==> config.mk <==
export PLATFORM = sky130hd
export DESIGN_NAME = multi_channel_servo_slew_limiter
export DESIGN_NICKNAME = d
export VERILOG_FILES = /design/src/rtl/core/msl_pkg.sv /design/src/rtl/core/msl_cmd_queue.sv /design/src/rtl/core/msl_rsp_queue.sv /design/src/rtl/core/msl_div.sv /design/src/rtl/core/msl_back.sv /design/src/rtl/core/multi_channel_servo_slew_limiter.sv
export SDC_FILE = /design/constraint.sdc
export NUM_CORES = 2
export LEC_CHECK = 0
export ABC_AREA = 1
export BUFFER_PORTS_ARGS = -buffer_cell sky130_fd_sc_hd__buf_2
export CAP_MARGIN = 15
export CORE_UTILIZATION = 45
export DETAILED_ROUTE_END_ITERATION = 6
export PLACE_DENSITY_LB_ADDON = 0.15
export SLEW_MARGIN = 20
export SYNTH_ARGS = -nofsm -noshare
export SYNTH_HDL_FRONTEND = slang
export SYNTH_SLANG_ARGS = --single-unit
==> constraint.sdc <==
create_clock -name clock -period 11.5 [get_ports clock]
set_input_delay 1.725 -clock clock [delete_from_list [all_inputs] [get_ports clock]]
set_output_delay 1.725 -clock clock [all_outputs]
set_load 0.01 [all_outputs]
==> src/rtl/core/msl_pkg.sv <==
package msl_pkg;

   localparam int NUM_SLOTS   = 8;
   localparam int SLOT_W      = (NUM_SLOTS > 1) ? $clog2(NUM_SLOTS) : 1;
   localparam int DEG_SPAN    = 180;
   localparam int LIMIT_QUANT = 4;
   localparam int STEP_RESET  = 2000;

   localparam logic [11:0] BASE_MIN_RESET = 12'd544;
   localparam logic [11:0] BASE_MAX_RESET = 12'd2400;
   localparam logic [11:0] DEFAULT_RESET  = 12'd1500;

   localparam int NUM_W  = 25;
   localparam int DEN_W  = 13;
   localparam int QUO_W  = NUM_W - 1;
   localparam int CNT_W  = $clog2(QUO_W);
   localparam int MULA_W = 17;
   localparam int PROD_W = MULA_W + DEN_W;

   // divide by 180 as a shift by 2 and a multiply by 2^24 / 45, rounded up
   localparam int          RECIP_SHIFT = 24;
   localparam logic [18:0] DEG_RECIP   = 19'd372828;

   localparam int QUEUE_DEPTH = 2;
   localparam int QPTR_W      = (QUEUE_DEPTH > 1) ? $clog2(QUEUE_DEPTH) : 1;
   localparam int QCNT_W      = $clog2(QUEUE_DEPTH + 1);

   localparam logic [1:0] CSR_BASE_MIN = 2'd0;
   localparam logic [1:0] CSR_BASE_MAX = 2'd1;
   localparam logic [1:0] CSR_DEFAULT  = 2'd2;

   localparam logic KIND_PULSE = 1'b0;
   localparam logic KIND_READ  = 1'b1;

   typedef enum logic [2:0] {
      OP_WRITE  = 3'd0,
      OP_STEP   = 3'd1,
      OP_ATTACH = 3'd2,
      OP_DETACH = 3'd3,
      OP_TICK   = 3'd4,
      OP_READ   = 3'd5
   } op_type;

   typedef struct packed {
      op_type             op;
      logic [2:0]         slot;
      logic signed [15:0] value;
      logic [14:0]        step_size;
      logic [11:0]        min_us;
      logic [11:0]        max_us;
   } cmd_type;

   typedef struct packed {
      logic               kind;
      logic [2:0]         out_slot;
      logic signed [15:0] pulse_us;
      logic signed [15:0] angle_deg;
      logic               is_attached;
      logic               last;
   } rsp_type;

   typedef struct packed {
      logic [11:0] base_min;
      logic [11:0] base_max;
      logic [11:0] default_pulse;
   } cfg_type;

   typedef struct packed {
      logic                    start;
      logic signed [NUM_W-1:0] num;
      logic signed [DEN_W-1:0] den;
   } div_req_type;

   typedef struct packed {
      logic                    done;
      logic signed [NUM_W-1:0] quot;
   } div_rsp_type;

   // limit snapped to 4 us steps from the base, truncating toward zero
   function automatic logic [11:0] quantize(input logic [11:0] base, input logic [11:0] req);
      logic signed [12:0] d;
      logic [11:0]        mag;
      logic [11:0]        qm;
      logic [12:0]        res;
      d   = $signed({1'b0, base}) - $signed({1'b0, req});
      mag = d[12] ? 12'(-d) : d[11:0];
      qm  = mag - (mag % 12'(LIMIT_QUANT));
      res = d[12] ? ({1'b0, base} + {1'b0, qm}) : ({1'b0, base} - {1'b0, qm});
      return res[11:0];
   endfunction

endpackage

==> src/rtl/core/msl_cmd_queue.sv <==
module msl_cmd_queue import msl_pkg::*; (
   input  logic              clock,
   input  logic              reset,
   input  logic              push,
   output logic              full,
   input  logic [2:0]        req_operation,
   input  logic [2:0]        req_slot,
   input  logic signed [15:0] req_value,
   input  logic [14:0]       req_step_size,
   input  logic [11:0]       req_min_us,
   input  logic [11:0]       req_max_us,
   output logic              cmd_valid,
   output cmd_type           cmd,
   input  logic              cmd_pop
);

   cmd_type             mem_ff [QUEUE_DEPTH];
   logic [QPTR_W-1:0]   wr_ptr_ff, rd_ptr_ff;
   logic [QCNT_W-1:0]   count_ff, count_in;
   logic                known, keep, wr, rd;
   cmd_type             entry;

   always_comb begin
      case (req_operation)
         OP_WRITE, OP_STEP, OP_ATTACH, OP_DETACH, OP_TICK, OP_READ: known = 1'b1;
         default: known = 1'b0;
      endcase
   end

   assign keep = known && ((req_operation == OP_TICK) || ({4'd0, req_slot} < 7'(NUM_SLOTS)));
   assign full = (count_ff == QCNT_W'(QUEUE_DEPTH));
   assign wr   = push && !full && keep;
   assign cmd_valid = (count_ff != '0);
   assign rd   = cmd_pop && cmd_valid;
   assign cmd  = mem_ff[rd_ptr_ff];

   always_comb begin
      entry.op        = op_type'(req_operation);
      entry.slot      = req_slot;
      entry.value     = req_value;
      entry.step_size = req_step_size;
      entry.min_us    = req_min_us;
      entry.max_us    = req_max_us;
      count_in = count_ff + QCNT_W'(wr) - QCNT_W'(rd);
   end

   always_ff @(posedge clock) begin
      if (reset) begin
         wr_ptr_ff <= '0;
         rd_ptr_ff <= '0;
         count_ff  <= '0;
      end else begin
         if (wr) begin
            wr_ptr_ff <= wr_ptr_ff + 1'b1;
         end
         if (rd) begin
            rd_ptr_ff <= rd_ptr_ff + 1'b1;
         end
         count_ff <= count_in;
      end
   end

   always_ff @(posedge clock) begin
      if (wr) begin
         mem_ff[wr_ptr_ff] <= entry;
      end
   end

endmodule

==> src/rtl/core/msl_rsp_queue.sv <==
module msl_rsp_queue import msl_pkg::*; (
   input  logic    clock,
   input  logic    reset,
   input  logic    rsp_push,
   input  rsp_type rsp_in,
   output logic    rsp_full,
   output logic    empty,
   input  logic    pop,
   output rsp_type rsp_out
);

   rsp_type             mem_ff [QUEUE_DEPTH];
   logic [QPTR_W-1:0]   wr_ptr_ff, rd_ptr_ff;
   logic [QCNT_W-1:0]   count_ff, count_in;
   logic                wr, rd;

   assign rsp_full = (count_ff == QCNT_W'(QUEUE_DEPTH));
   assign empty    = (count_ff == '0);
   assign wr       = rsp_push && !rsp_full;
   assign rd       = pop && !empty;
   assign rsp_out  = mem_ff[rd_ptr_ff];
   assign count_in = count_ff + QCNT_W'(wr) - QCNT_W'(rd);

   always_ff @(posedge clock) begin
      if (reset) begin
         wr_ptr_ff <= '0;
         rd_ptr_ff <= '0;
         count_ff  <= '0;
      end else begin
         if (wr) begin
            wr_ptr_ff <= wr_ptr_ff + 1'b1;
         end
         if (rd) begin
            rd_ptr_ff <= rd_ptr_ff + 1'b1;
         end
         count_ff <= count_in;
      end
   end

   always_ff @(posedge clock) begin
      if (wr) begin
         mem_ff[wr_ptr_ff] <= rsp_in;
      end
   end

endmodule

==> src/rtl/core/msl_div.sv <==
module msl_div import msl_pkg::*; (
   input  logic        clock,
   input  logic        reset,
   input  div_req_type div_req,
   output div_rsp_type div_rsp
);

   logic               busy_ff, done_ff, neg_ff;
   logic [CNT_W-1:0]   cnt_ff;
   logic [DEN_W-2:0]   rem_ff, den_ff, rem_in;
   logic [QUO_W-1:0]   quo_ff, quo_in, num_mag;
   logic [DEN_W-1:0]   shift, den_abs;
   logic               ge;

   always_comb begin
      num_mag = div_req.num[NUM_W-1] ? QUO_W'(-div_req.num) : div_req.num[QUO_W-1:0];
      den_abs = div_req.den[DEN_W-1] ? DEN_W'(-div_req.den) : div_req.den;
      shift   = {rem_ff, quo_ff[QUO_W-1]};
      ge      = (shift >= {1'b0, den_ff});
      rem_in  = ge ? (DEN_W-1)'(shift - {1'b0, den_ff}) : shift[DEN_W-2:0];
      quo_in  = {quo_ff[QUO_W-2:0], ge};
   end

   assign div_rsp.done = done_ff;
   assign div_rsp.quot = neg_ff ? -$signed({1'b0, quo_ff}) : $signed({1'b0, quo_ff});

   always_ff @(posedge clock) begin
      if (reset) begin
         busy_ff <= 1'b0;
         done_ff <= 1'b0;
         cnt_ff  <= '0;
      end else begin
         done_ff <= 1'b0;
         if (div_req.start) begin
            busy_ff <= 1'b1;
            cnt_ff  <= '0;
         end else if (busy_ff) begin
            cnt_ff <= cnt_ff + 1'b1;
            if (cnt_ff == CNT_W'(QUO_W - 1)) begin
               busy_ff <= 1'b0;
               done_ff <= 1'b1;
            end
         end
      end
   end

   always_ff @(posedge clock) begin
      if (div_req.start) begin
         quo_ff <= num_mag;
         rem_ff <= '0;
         den_ff <= den_abs[DEN_W-2:0];
         neg_ff <= div_req.num[NUM_W-1] ^ div_req.den[DEN_W-1];
      end else if (busy_ff) begin
         quo_ff <= quo_in;
         rem_ff <= rem_in;
      end
   end

endmodule

==> src/rtl/core/msl_back.sv <==
module msl_back import msl_pkg::*; (
   input  logic        clock,
   input  logic        reset,
   input  cfg_type     cfg,
   input  logic        cmd_valid,
   input  cmd_type     cmd,
   output logic        cmd_pop,
   output logic        rsp_push,
   output rsp_type     rsp,
   input  logic        rsp_full,
   output div_req_type div_req,
   input  div_rsp_type div_rsp
);

   typedef enum logic [4:0] {
      ST_IDLE = 5'b00001,
      ST_TICK = 5'b00010,
      ST_MUL  = 5'b00100,
      ST_DIV  = 5'b01000,
      ST_EMIT = 5'b10000
   } state_type;

   state_type                 state_ff, state_in;
   logic [SLOT_W-1:0]         idx_ff, sidx_ff, sidx;
   op_type                    op_ff;
   logic                      start_ff;
   logic signed [MULA_W-1:0]  mul_a_ff;
   logic signed [DEN_W-1:0]   mul_b_ff, den_ff;
   logic signed [NUM_W-1:0]   prod_ff;
   logic signed [PROD_W-1:0]  prod_full;
   rsp_type                   read_ff;

   logic                      attached_ff [NUM_SLOTS];
   logic signed [15:0]        target_ff   [NUM_SLOTS];
   logic signed [15:0]        sent_ff     [NUM_SLOTS];
   logic [14:0]               step_ff     [NUM_SLOTS];
   logic [11:0]               min_ff      [NUM_SLOTS];
   logic [11:0]               max_ff      [NUM_SLOTS];

   logic signed [16:0]        diff, mag;
   logic signed [15:0]        tick_pulse, map_target, sat_angle;
   logic                      tick_att, above, tick_go, last_slot;
   logic signed [DEN_W-1:0]   span;
   logic [7:0]                deg;
   logic                      is_deg;
   logic [19:0]               deg_abs;
   logic [36:0]               recip_prod;
   logic [12:0]               deg_quot;
   logic signed [13:0]        deg_sq;

   assign sidx     = SLOT_W'(cmd.slot);
   assign cmd_pop  = (state_ff == ST_IDLE) && cmd_valid;
   assign prod_full = mul_a_ff * mul_b_ff;
   assign last_slot = (idx_ff == SLOT_W'(NUM_SLOTS - 1));

   assign div_req.start = start_ff;
   assign div_req.num   = prod_ff;
   assign div_req.den   = den_ff;

   always_comb begin
      span   = $signed({1'b0, max_ff[sidx]}) - $signed({1'b0, min_ff[sidx]});
      is_deg = $signed({cmd.value[15], cmd.value}) < $signed({5'd0, cfg.base_min});
      if (cmd.value[15]) begin
         deg = 8'd0;
      end else if (cmd.value > 16'(DEG_SPAN)) begin
         deg = 8'(DEG_SPAN);
      end else begin
         deg = cmd.value[7:0];
      end

      tick_att = attached_ff[idx_ff];
      diff = $signed({target_ff[idx_ff][15], target_ff[idx_ff]})
           - $signed({sent_ff[idx_ff][15], sent_ff[idx_ff]});
      mag  = diff[16] ? -diff : diff;
      if ($signed({2'b00, step_ff[idx_ff]}) < mag) begin
         tick_pulse = diff[16] ? 16'(sent_ff[idx_ff] - $signed({1'b0, step_ff[idx_ff]}))
                               : 16'(sent_ff[idx_ff] + $signed({1'b0, step_ff[idx_ff]}));
      end else begin
         tick_pulse = target_ff[idx_ff];
      end
      above = 1'b0;
      for (int i = 0; i < NUM_SLOTS; i++) begin
         if (attached_ff[i] && (SLOT_W'(i) > idx_ff)) begin
            above = 1'b1;
         end
      end
      tick_go = !tick_att || !rsp_full;

      // degrees to pulse: product over 180, truncated toward zero
      deg_abs    = prod_ff[NUM_W-1] ? 20'(-prod_ff) : prod_ff[19:0];
      recip_prod = deg_abs[19:2] * DEG_RECIP;
      deg_quot   = recip_prod[RECIP_SHIFT +: 13];
      deg_sq     = prod_ff[NUM_W-1] ? -$signed({1'b0, deg_quot}) : $signed({1'b0, deg_quot});
      map_target = 16'(deg_sq + $signed({4'd0, min_ff[sidx_ff]}));
      if (div_rsp.quot > $signed(NUM_W'(32767))) begin
         sat_angle = 16'sd32767;
      end else if (div_rsp.quot < -$signed(NUM_W'(32768))) begin
         sat_angle = -16'sd32768;
      end else begin
         sat_angle = div_rsp.quot[15:0];
      end

      rsp_push = 1'b0;
      rsp      = read_ff;
      case (state_ff)
         ST_TICK: begin
            rsp_push        = tick_att && !rsp_full;
            rsp.kind        = KIND_PULSE;
            rsp.out_slot    = 3'(idx_ff);
            rsp.pulse_us    = tick_pulse;
            rsp.angle_deg   = '0;
            rsp.is_attached = 1'b1;
            rsp.last        = !above;
         end
         ST_EMIT: rsp_push = !rsp_full;
         default: rsp_push = 1'b0;
      endcase

      state_in = state_ff;
      case (state_ff)
         ST_IDLE: begin
            if (cmd_valid) begin
               case (cmd.op)
                  OP_TICK: state_in = ST_TICK;
                  OP_WRITE: state_in = is_deg ? ST_MUL : ST_IDLE;
                  OP_READ: state_in = (span == '0) ? ST_EMIT : ST_MUL;
                  default: state_in = ST_IDLE;
               endcase
            end
         end
         ST_TICK: begin
            if (tick_go && last_slot) begin
               state_in = ST_IDLE;
            end
         end
         ST_MUL: state_in = ST_DIV;
         ST_DIV: begin
            if (op_ff == OP_WRITE) begin
               state_in = ST_IDLE;
            end else if (div_rsp.done) begin
               state_in = ST_EMIT;
            end
         end
         ST_EMIT: begin
            if (!rsp_full) begin
               state_in = ST_IDLE;
            end
         end
         default: state_in = ST_IDLE;
      endcase
   end

   always_ff @(posedge clock) begin
      if (reset) begin
         state_ff <= ST_IDLE;
         start_ff <= 1'b0;
         idx_ff   <= '0;
         for (int i = 0; i < NUM_SLOTS; i++) begin
            attached_ff[i] <= 1'b0;
            target_ff[i]   <= $signed({4'd0, DEFAULT_RESET});
            sent_ff[i]     <= $signed({4'd0, DEFAULT_RESET});
            step_ff[i]     <= 15'(STEP_RESET);
            min_ff[i]      <= BASE_MIN_RESET;
            max_ff[i]      <= BASE_MAX_RESET;
         end
      end else begin
         state_ff <= state_in;
         start_ff <= (state_ff == ST_MUL) && (op_ff == OP_READ);
         case (state_ff)
            ST_IDLE: begin
               if (cmd_valid) begin
                  op_ff   <= cmd.op;
                  sidx_ff <= sidx;
                  idx_ff  <= '0;
                  case (cmd.op)
                     OP_WRITE: begin
                        if (is_deg) begin
                           mul_a_ff <= $signed({9'd0, deg});
                           mul_b_ff <= span;
                        end else begin
                           target_ff[sidx] <= cmd.value;
                        end
                     end
                     OP_STEP: step_ff[sidx] <= cmd.step_size;
                     OP_ATTACH: begin
                        min_ff[sidx]      <= quantize(cfg.base_min, cmd.min_us);
                        max_ff[sidx]      <= quantize(cfg.base_max, cmd.max_us);
                        attached_ff[sidx] <= 1'b1;
                     end
                     OP_DETACH: begin
                        attached_ff[sidx] <= 1'b0;
                        target_ff[sidx]   <= $signed({4'd0, cfg.default_pulse});
                        sent_ff[sidx]     <= $signed({4'd0, cfg.default_pulse});
                        step_ff[sidx]     <= 15'(STEP_RESET);
                     end
                     OP_READ: begin
                        mul_a_ff <= $signed({target_ff[sidx][15], target_ff[sidx]}) + 17'sd1
                                  - $signed({5'd0, min_ff[sidx]});
                        mul_b_ff <= DEN_W'(DEG_SPAN);
                        den_ff   <= span;
                        read_ff.kind        <= KIND_READ;
                        read_ff.out_slot    <= cmd.slot;
                        read_ff.pulse_us    <= target_ff[sidx];
                        read_ff.angle_deg   <= '0;
                        read_ff.is_attached <= attached_ff[sidx];
                        read_ff.last        <= 1'b1;
                     end
                     default: ;
                  endcase
               end
            end
            ST_TICK: begin
               if (tick_go) begin
                  if (tick_att) begin
                     sent_ff[idx_ff] <= tick_pulse;
                  end
                  idx_ff <= idx_ff + 1'b1;
               end
            end
            ST_MUL: prod_ff <= prod_full[NUM_W-1:0];
            ST_DIV: begin
               if (op_ff == OP_WRITE) begin
                  target_ff[sidx_ff] <= map_target;
               end else if (div_rsp.done) begin
                  read_ff.angle_deg <= sat_angle;
               end
            end
            default: ;
         endcase
      end
   end

endmodule

==> src/rtl/core/multi_channel_servo_slew_limiter.sv <==
// Servo slot table with per-slot ramp limiting. Commands enter through a
// two-beat queue and are carried out one at a time. Set step, attach and
// detach are done on decode, as is a target written in microseconds. A
// target written in degrees goes through decode, a multiply step and a
// reciprocal scaling step. A read goes through a multiply step and a
// radix-2 divider that retires one quotient bit per cycle before the reply
// beat; a read of a slot with zero span skips both. A tick walks all 8
// slots one per cycle and emits a pulse beat for each attached slot, the
// final one marked last; it stalls while the two-beat result queue is
// full. Configuration writes are always ready.
module multi_channel_servo_slew_limiter import msl_pkg::*; (
   input  logic               clock,
   input  logic               reset,
   input  logic               push,
   output logic               full,
   input  logic [2:0]         req_operation,
   input  logic [2:0]         req_slot,
   input  logic signed [15:0] req_value,
   input  logic [14:0]        req_step_size,
   input  logic [11:0]        req_min_us,
   input  logic [11:0]        req_max_us,
   output logic               empty,
   input  logic               pop,
   output logic               rsp_kind,
   output logic [2:0]         rsp_out_slot,
   output logic signed [15:0] rsp_pulse_us,
   output logic signed [15:0] rsp_angle_deg,
   output logic               rsp_is_attached,
   output logic               rsp_last,
   input  logic               csr_valid,
   output logic               csr_ready,
   input  logic [1:0]         csr_index,
   input  logic [11:0]        csr_data
);

   cfg_type     cfg_ff;
   logic        cmd_valid, cmd_pop, rsp_push, rsp_full;
   cmd_type     cmd;
   rsp_type     rsp_in, rsp_out;
   div_req_type div_req;
   div_rsp_type div_rsp;

   assign csr_ready = 1'b1;

   always_ff @(posedge clock) begin
      if (reset) begin
         cfg_ff.base_min      <= BASE_MIN_RESET;
         cfg_ff.base_max      <= BASE_MAX_RESET;
         cfg_ff.default_pulse <= DEFAULT_RESET;
      end else if (csr_valid && csr_ready) begin
         case (csr_index)
            CSR_BASE_MIN: cfg_ff.base_min      <= csr_data;
            CSR_BASE_MAX: cfg_ff.base_max      <= csr_data;
            CSR_DEFAULT:  cfg_ff.default_pulse <= csr_data;
            default: ;
         endcase
      end
   end

   msl_cmd_queue u_front (
      .clock         (clock),
      .reset         (reset),
      .push          (push),
      .full          (full),
      .req_operation (req_operation),
      .req_slot      (req_slot),
      .req_value     (req_value),
      .req_step_size (req_step_size),
      .req_min_us    (req_min_us),
      .req_max_us    (req_max_us),
      .cmd_valid     (cmd_valid),
      .cmd           (cmd),
      .cmd_pop       (cmd_pop)
   );

   msl_div u_div (
      .clock   (clock),
      .reset   (reset),
      .div_req (div_req),
      .div_rsp (div_rsp)
   );

   msl_back u_back (
      .clock     (clock),
      .reset     (reset),
      .cfg       (cfg_ff),
      .cmd_valid (cmd_valid),
      .cmd       (cmd),
      .cmd_pop   (cmd_pop),
      .rsp_push  (rsp_push),
      .rsp       (rsp_in),
      .rsp_full  (rsp_full),
      .div_req   (div_req),
      .div_rsp   (div_rsp)
   );

   msl_rsp_queue u_rsp (
      .clock    (clock),
      .reset    (reset),
      .rsp_push (rsp_push),
      .rsp_in   (rsp_in),
      .rsp_full (rsp_full),
      .empty    (empty),
      .pop      (pop),
      .rsp_out  (rsp_out)
   );

   assign rsp_kind        = rsp_out.kind;
   assign rsp_out_slot    = rsp_out.out_slot;
   assign rsp_pulse_us    = rsp_out.pulse_us;
   assign rsp_angle_deg   = rsp_out.angle_deg;
   assign rsp_is_attached = rsp_out.is_attached;
   assign rsp_last        = rsp_out.last;

   // pulse beats carry no angle and always come from attached slots
   a_pulse_fields: assert property (@(posedge clock) disable iff (reset)
      (!empty && rsp_kind == KIND_PULSE) |-> (rsp_angle_deg == '0 && rsp_is_attached))
      else $error("pulse beat with angle or detached slot");

   a_read_last: assert property (@(posedge clock) disable iff (reset)
      (!empty && rsp_kind == KIND_READ) |-> rsp_last)
      else $error("read reply not marked last");

   a_reset_clear: assert property (@(posedge clock)
      $past(reset) |-> (!full && empty))
      else $error("queues not cleared by reset");

endmodule

==> impl_metrics.tcl <==
set metrics [dict create \
    status "complete, but fails checks" \
    violations "design-rule violations" \
    fin_tns_setup_ns 0 \
    pin_count 121 \
    cts_buffers 108 \
    reg2reg_slack_ns 1.71 \
    max_slew.worst_pin.slew_ns 1.206 \
    fin_ws_ns 1.706 \
    period_share 0.8517 \
    drv_slew 0 \
    ctsResizeCount 0 \
    ys_types 72 \
    fin_nets 7907 \
    critPathTopFamily "adder cells" \
    crit_top_cell "inv_1" \
    worst_skew_pair.late_latency_ns 0.77 \
    critPathSlowestCell "a31oi_1" \
    grt.overflow.total 0 \
    cp_num_buf_inv 7 \
    die_y_um 383.4 \
    yosys_warnings 0 \
    grt_max_degree 173 \
    synth_cells 7144 \
    fillers 13610 \
    seqCellArea_um2 29270 \
    hold_viol 0 \
    ys_seq_area_frac 0.4471 \
    hold_path.class "reg2reg" \
    setup.worst_path.end_class "flop" \
    cts.clk_slew.worst_paths_ns 0.06 \
    worstPathRequired_ns 11.99 \
    fp-row-count 139 \
    r2r_start "u_back.prod_ff[2]$_DFFE_PP_" \
    dp_hpwl_um 146300 \
    die_w_um 383.4 \
    fmax_mhz 102.1 \
    wl_per_cell_um 21.76 \
    synth_top_cell_by_area "edfxtp_1" \
    drt_first_pass_iters 7 \
    rsz0062_at_grt "false" \
    ant_nets 0 \
    grt.total_usage 0.2691 \
    cpPeakStageDelay_ns 0.65 \
    synth_top_area_share 0.4226 \
    cts.sinks 1001 \
    routed_wirelength_um 199600 \
    ctsHoldBuffers 0 \
    cts-htree-levels 3 \
    r2r-end "u_back.target_ff[6][9]$_SDFFCE_PN0P_" \
    yosys-top-cells-count "nand2_1, inv_1, edfxtp_1" \
    relSlewSlack 0.1873 \
    worstSetupPathType "reg2reg" \
    cts_setup_buffers 0 \
    synth-edff-count 921 \
    startpoint_type "flop" \
    ys_top_cells_by_area "edfxtp_1, fa_1, nand2_1, ha_1, inv_1" \
    final_core_util 0.4960 \
    syn-num-nets 7875 \
    finalClockSkew_ns 0.06724 \
    grt_pass1_wl_um 299000 \
    antenna_found_initial 4 \
    grt_pass1_vias 48320 \
    fin_crit_ns 9.794 \
    min_path_cells 1 \
    finalSetupViolCount 0 \
    clockRootBuffer "clkbuf_16" \
    synth-seq-cells 1001 \
    place_congestion 0.9538 \
    synth_most_common_cell "nand2_1" \
    cts_tree "done" \
    crit_fanout 8 \
    drt_iter0_markers 5233 \
    start_util 0.4545 \
    drv_cap 0 \
    vias_per_cell 5.501 \
    drc 15 \
    hp-start "u_rsp.rd_ptr_ff$_SDFFE_PP0P_" \
    multiInputGateArea_um2 31140 \
    arrival_ns 10.28 \
    port_buffers 119 \
    post-place-ws_ns 1.788 \
    design.die.area_um2 147000 \
    async_flop_share 0 \
    drive_gt1_frac 0.07513 \
    core_area_um2 144000 \
    clock_path_buffers 3 \
    syn_area_per_cell_um2 9.161 \
    vias 50460 \
    synth_area_um2 65440 \
    synth_top_flop_cell "edfxtp_1" \
    area_growth_syn_to_layout_pct 9.137 \
    reg2reg_depth 37 \
]
==> state kept, by name, indices dropped and copies added (netlist names), 5 cells and up, named ones only <==
name                flops
u_back.den_ff          13
u_back.attached_ff      8
u_front.mem_ff        122
u_back.target_ff      128
u_div.rem_ff           12
u_div.quo_ff           24
u_back.prod_ff         25
u_back.min_ff          96
u_rsp.mem_ff           76
u_back.mul_b_ff        13
u_div.cnt_ff            5
u_back.state_ff         5
cfg_ff                 36
u_back.mul_a_ff        17
u_back.step_ff        120
u_back.read_ff         36
u_back.max_ff          96
u_back.sent_ff        128
u_div.den_ff           12
==> cell type report <==
| type | count | area share |
|---|---|---|
| multi-input combinational | 4815 | 0.4360 |
| sequential | 1001 | 0.4098 |
| inverter | 1083 | 0.05706 |
| clock buffer | 145 | 0.04048 |
| tap | 1903 | 0.03334 |
| timing repair buffer | 167 | 0.01401 |
| clock inverter | 56 | 0.009144 |
| antenna | 3 | 0.0001051 |
==> through the flow <==
step	cell area, um2	std cells	hold WS, ns
detailed placement	67840	8968	0.4367
global placement	67840	8968	0.4293
floorplan	65440	7144	0.4258
CTS	71380	9169	0.4512
global route	71420	9170	0.4940
finish	71420	9173	0.4520
==> worst max path at each step <==
stage / slack [ns] / depth (start not counted) / to / from
4_1_cts: 1.78 / 37 / u_back.target_ff[1][9]$_SDFFCE_PN0P_ / u_back.prod_ff[2]$_DFFE_PP_
3_3_place_gp: 2.03 / 37 / u_back.target_ff[6][9]$_SDFFCE_PN0P_ / u_back.prod_ff[2]$_DFFE_PP_
3_5_place_dp: 1.79 / 37 / u_back.target_ff[1][9]$_SDFFCE_PN0P_ / u_back.prod_ff[2]$_DFFE_PP_
6_report: 1.71 / 37 / u_back.target_ff[6][9]$_SDFFCE_PN0P_ / u_back.prod_ff[2]$_DFFE_PP_
5_1_grt: 1.00 / 45 / u_back.target_ff[0][13]$_SDFFCE_PN0P_ / u_back.prod_ff[2]$_DFFE_PP_
2_1_floorplan: 3.26 / 37 / u_back.target_ff[0][9]$_SDFFCE_PN0P_ / u_back.prod_ff[2]$_DFFE_PP_
==> metal layers <==
layer,share of wire,global-route usage,up-vias,routed length (um)
met5,0.000065,0,-,13
met2,0.45,0.4248,1984,90110
met4,0.037,0.09510,2,7408
met1,0.43,0.3774,24260,86670
met3,0.077,0.03910,338,15430
li1,-,-,23870,-
==> logic make-up after synthesis <==
kind of cell    Yosys count  share of synthesized area
compound gates         1180                     0.1033
mux                      59                   0.009750
buf+inv                1328                    0.07812
flops                  1001                     0.4471
fa+ha+maj               651                     0.1561
simple gates           2687                     0.1739
other cells               1                 0.00005730
xor+xnor                237                    0.03172
==> cells in the final DEF, fill, tap and decap left out, types with 15 or more instances in the layout <==
cell type,instances
ha_1,375
xnor2_1,60
clkbuf_16,108
buf_2,119
clkbuf_1,32
nor2_4,24
nand3b_1,16
a21oi_1,298
xor2_1,177
o21ai_1,19
nor3_1,52
nand3_1,240
o22ai_1,118
a221oi_1,15
a31oi_1,30
mux2i_1,21
buf_4,45
nor2_1,831
nand2_1,1323
clkinv_1,30
o21ai_0,496
mux2_2,38
inv_1,1019
dfxtp_1,76
a22oi_1,87
o211ai_1,17
nand4_1,73
nor2_2,16
edfxtp_1,921
inv_2,52
fa_1,276
or2_2,38
==> worst register-to-register path: cells and delay by family (launching register included) <==
| family | cells | cell delay (ns) |
|---|---|---|
| xor gates and xnor gates | 2 | 0.75 |
| and+or+nand+nor | 13 | 2.20 |
| AOI/OAI and AO/OA | 6 | 1.79 |
| DFF | 1 | 0.41 |
| buffers and inverters | 7 | 0.57 |
| adders and majority gates | 9 | 3.85 |
Power is not shown: default switching activity piles up to over one toggle a cycle in this logic, so the estimate is an artifact.
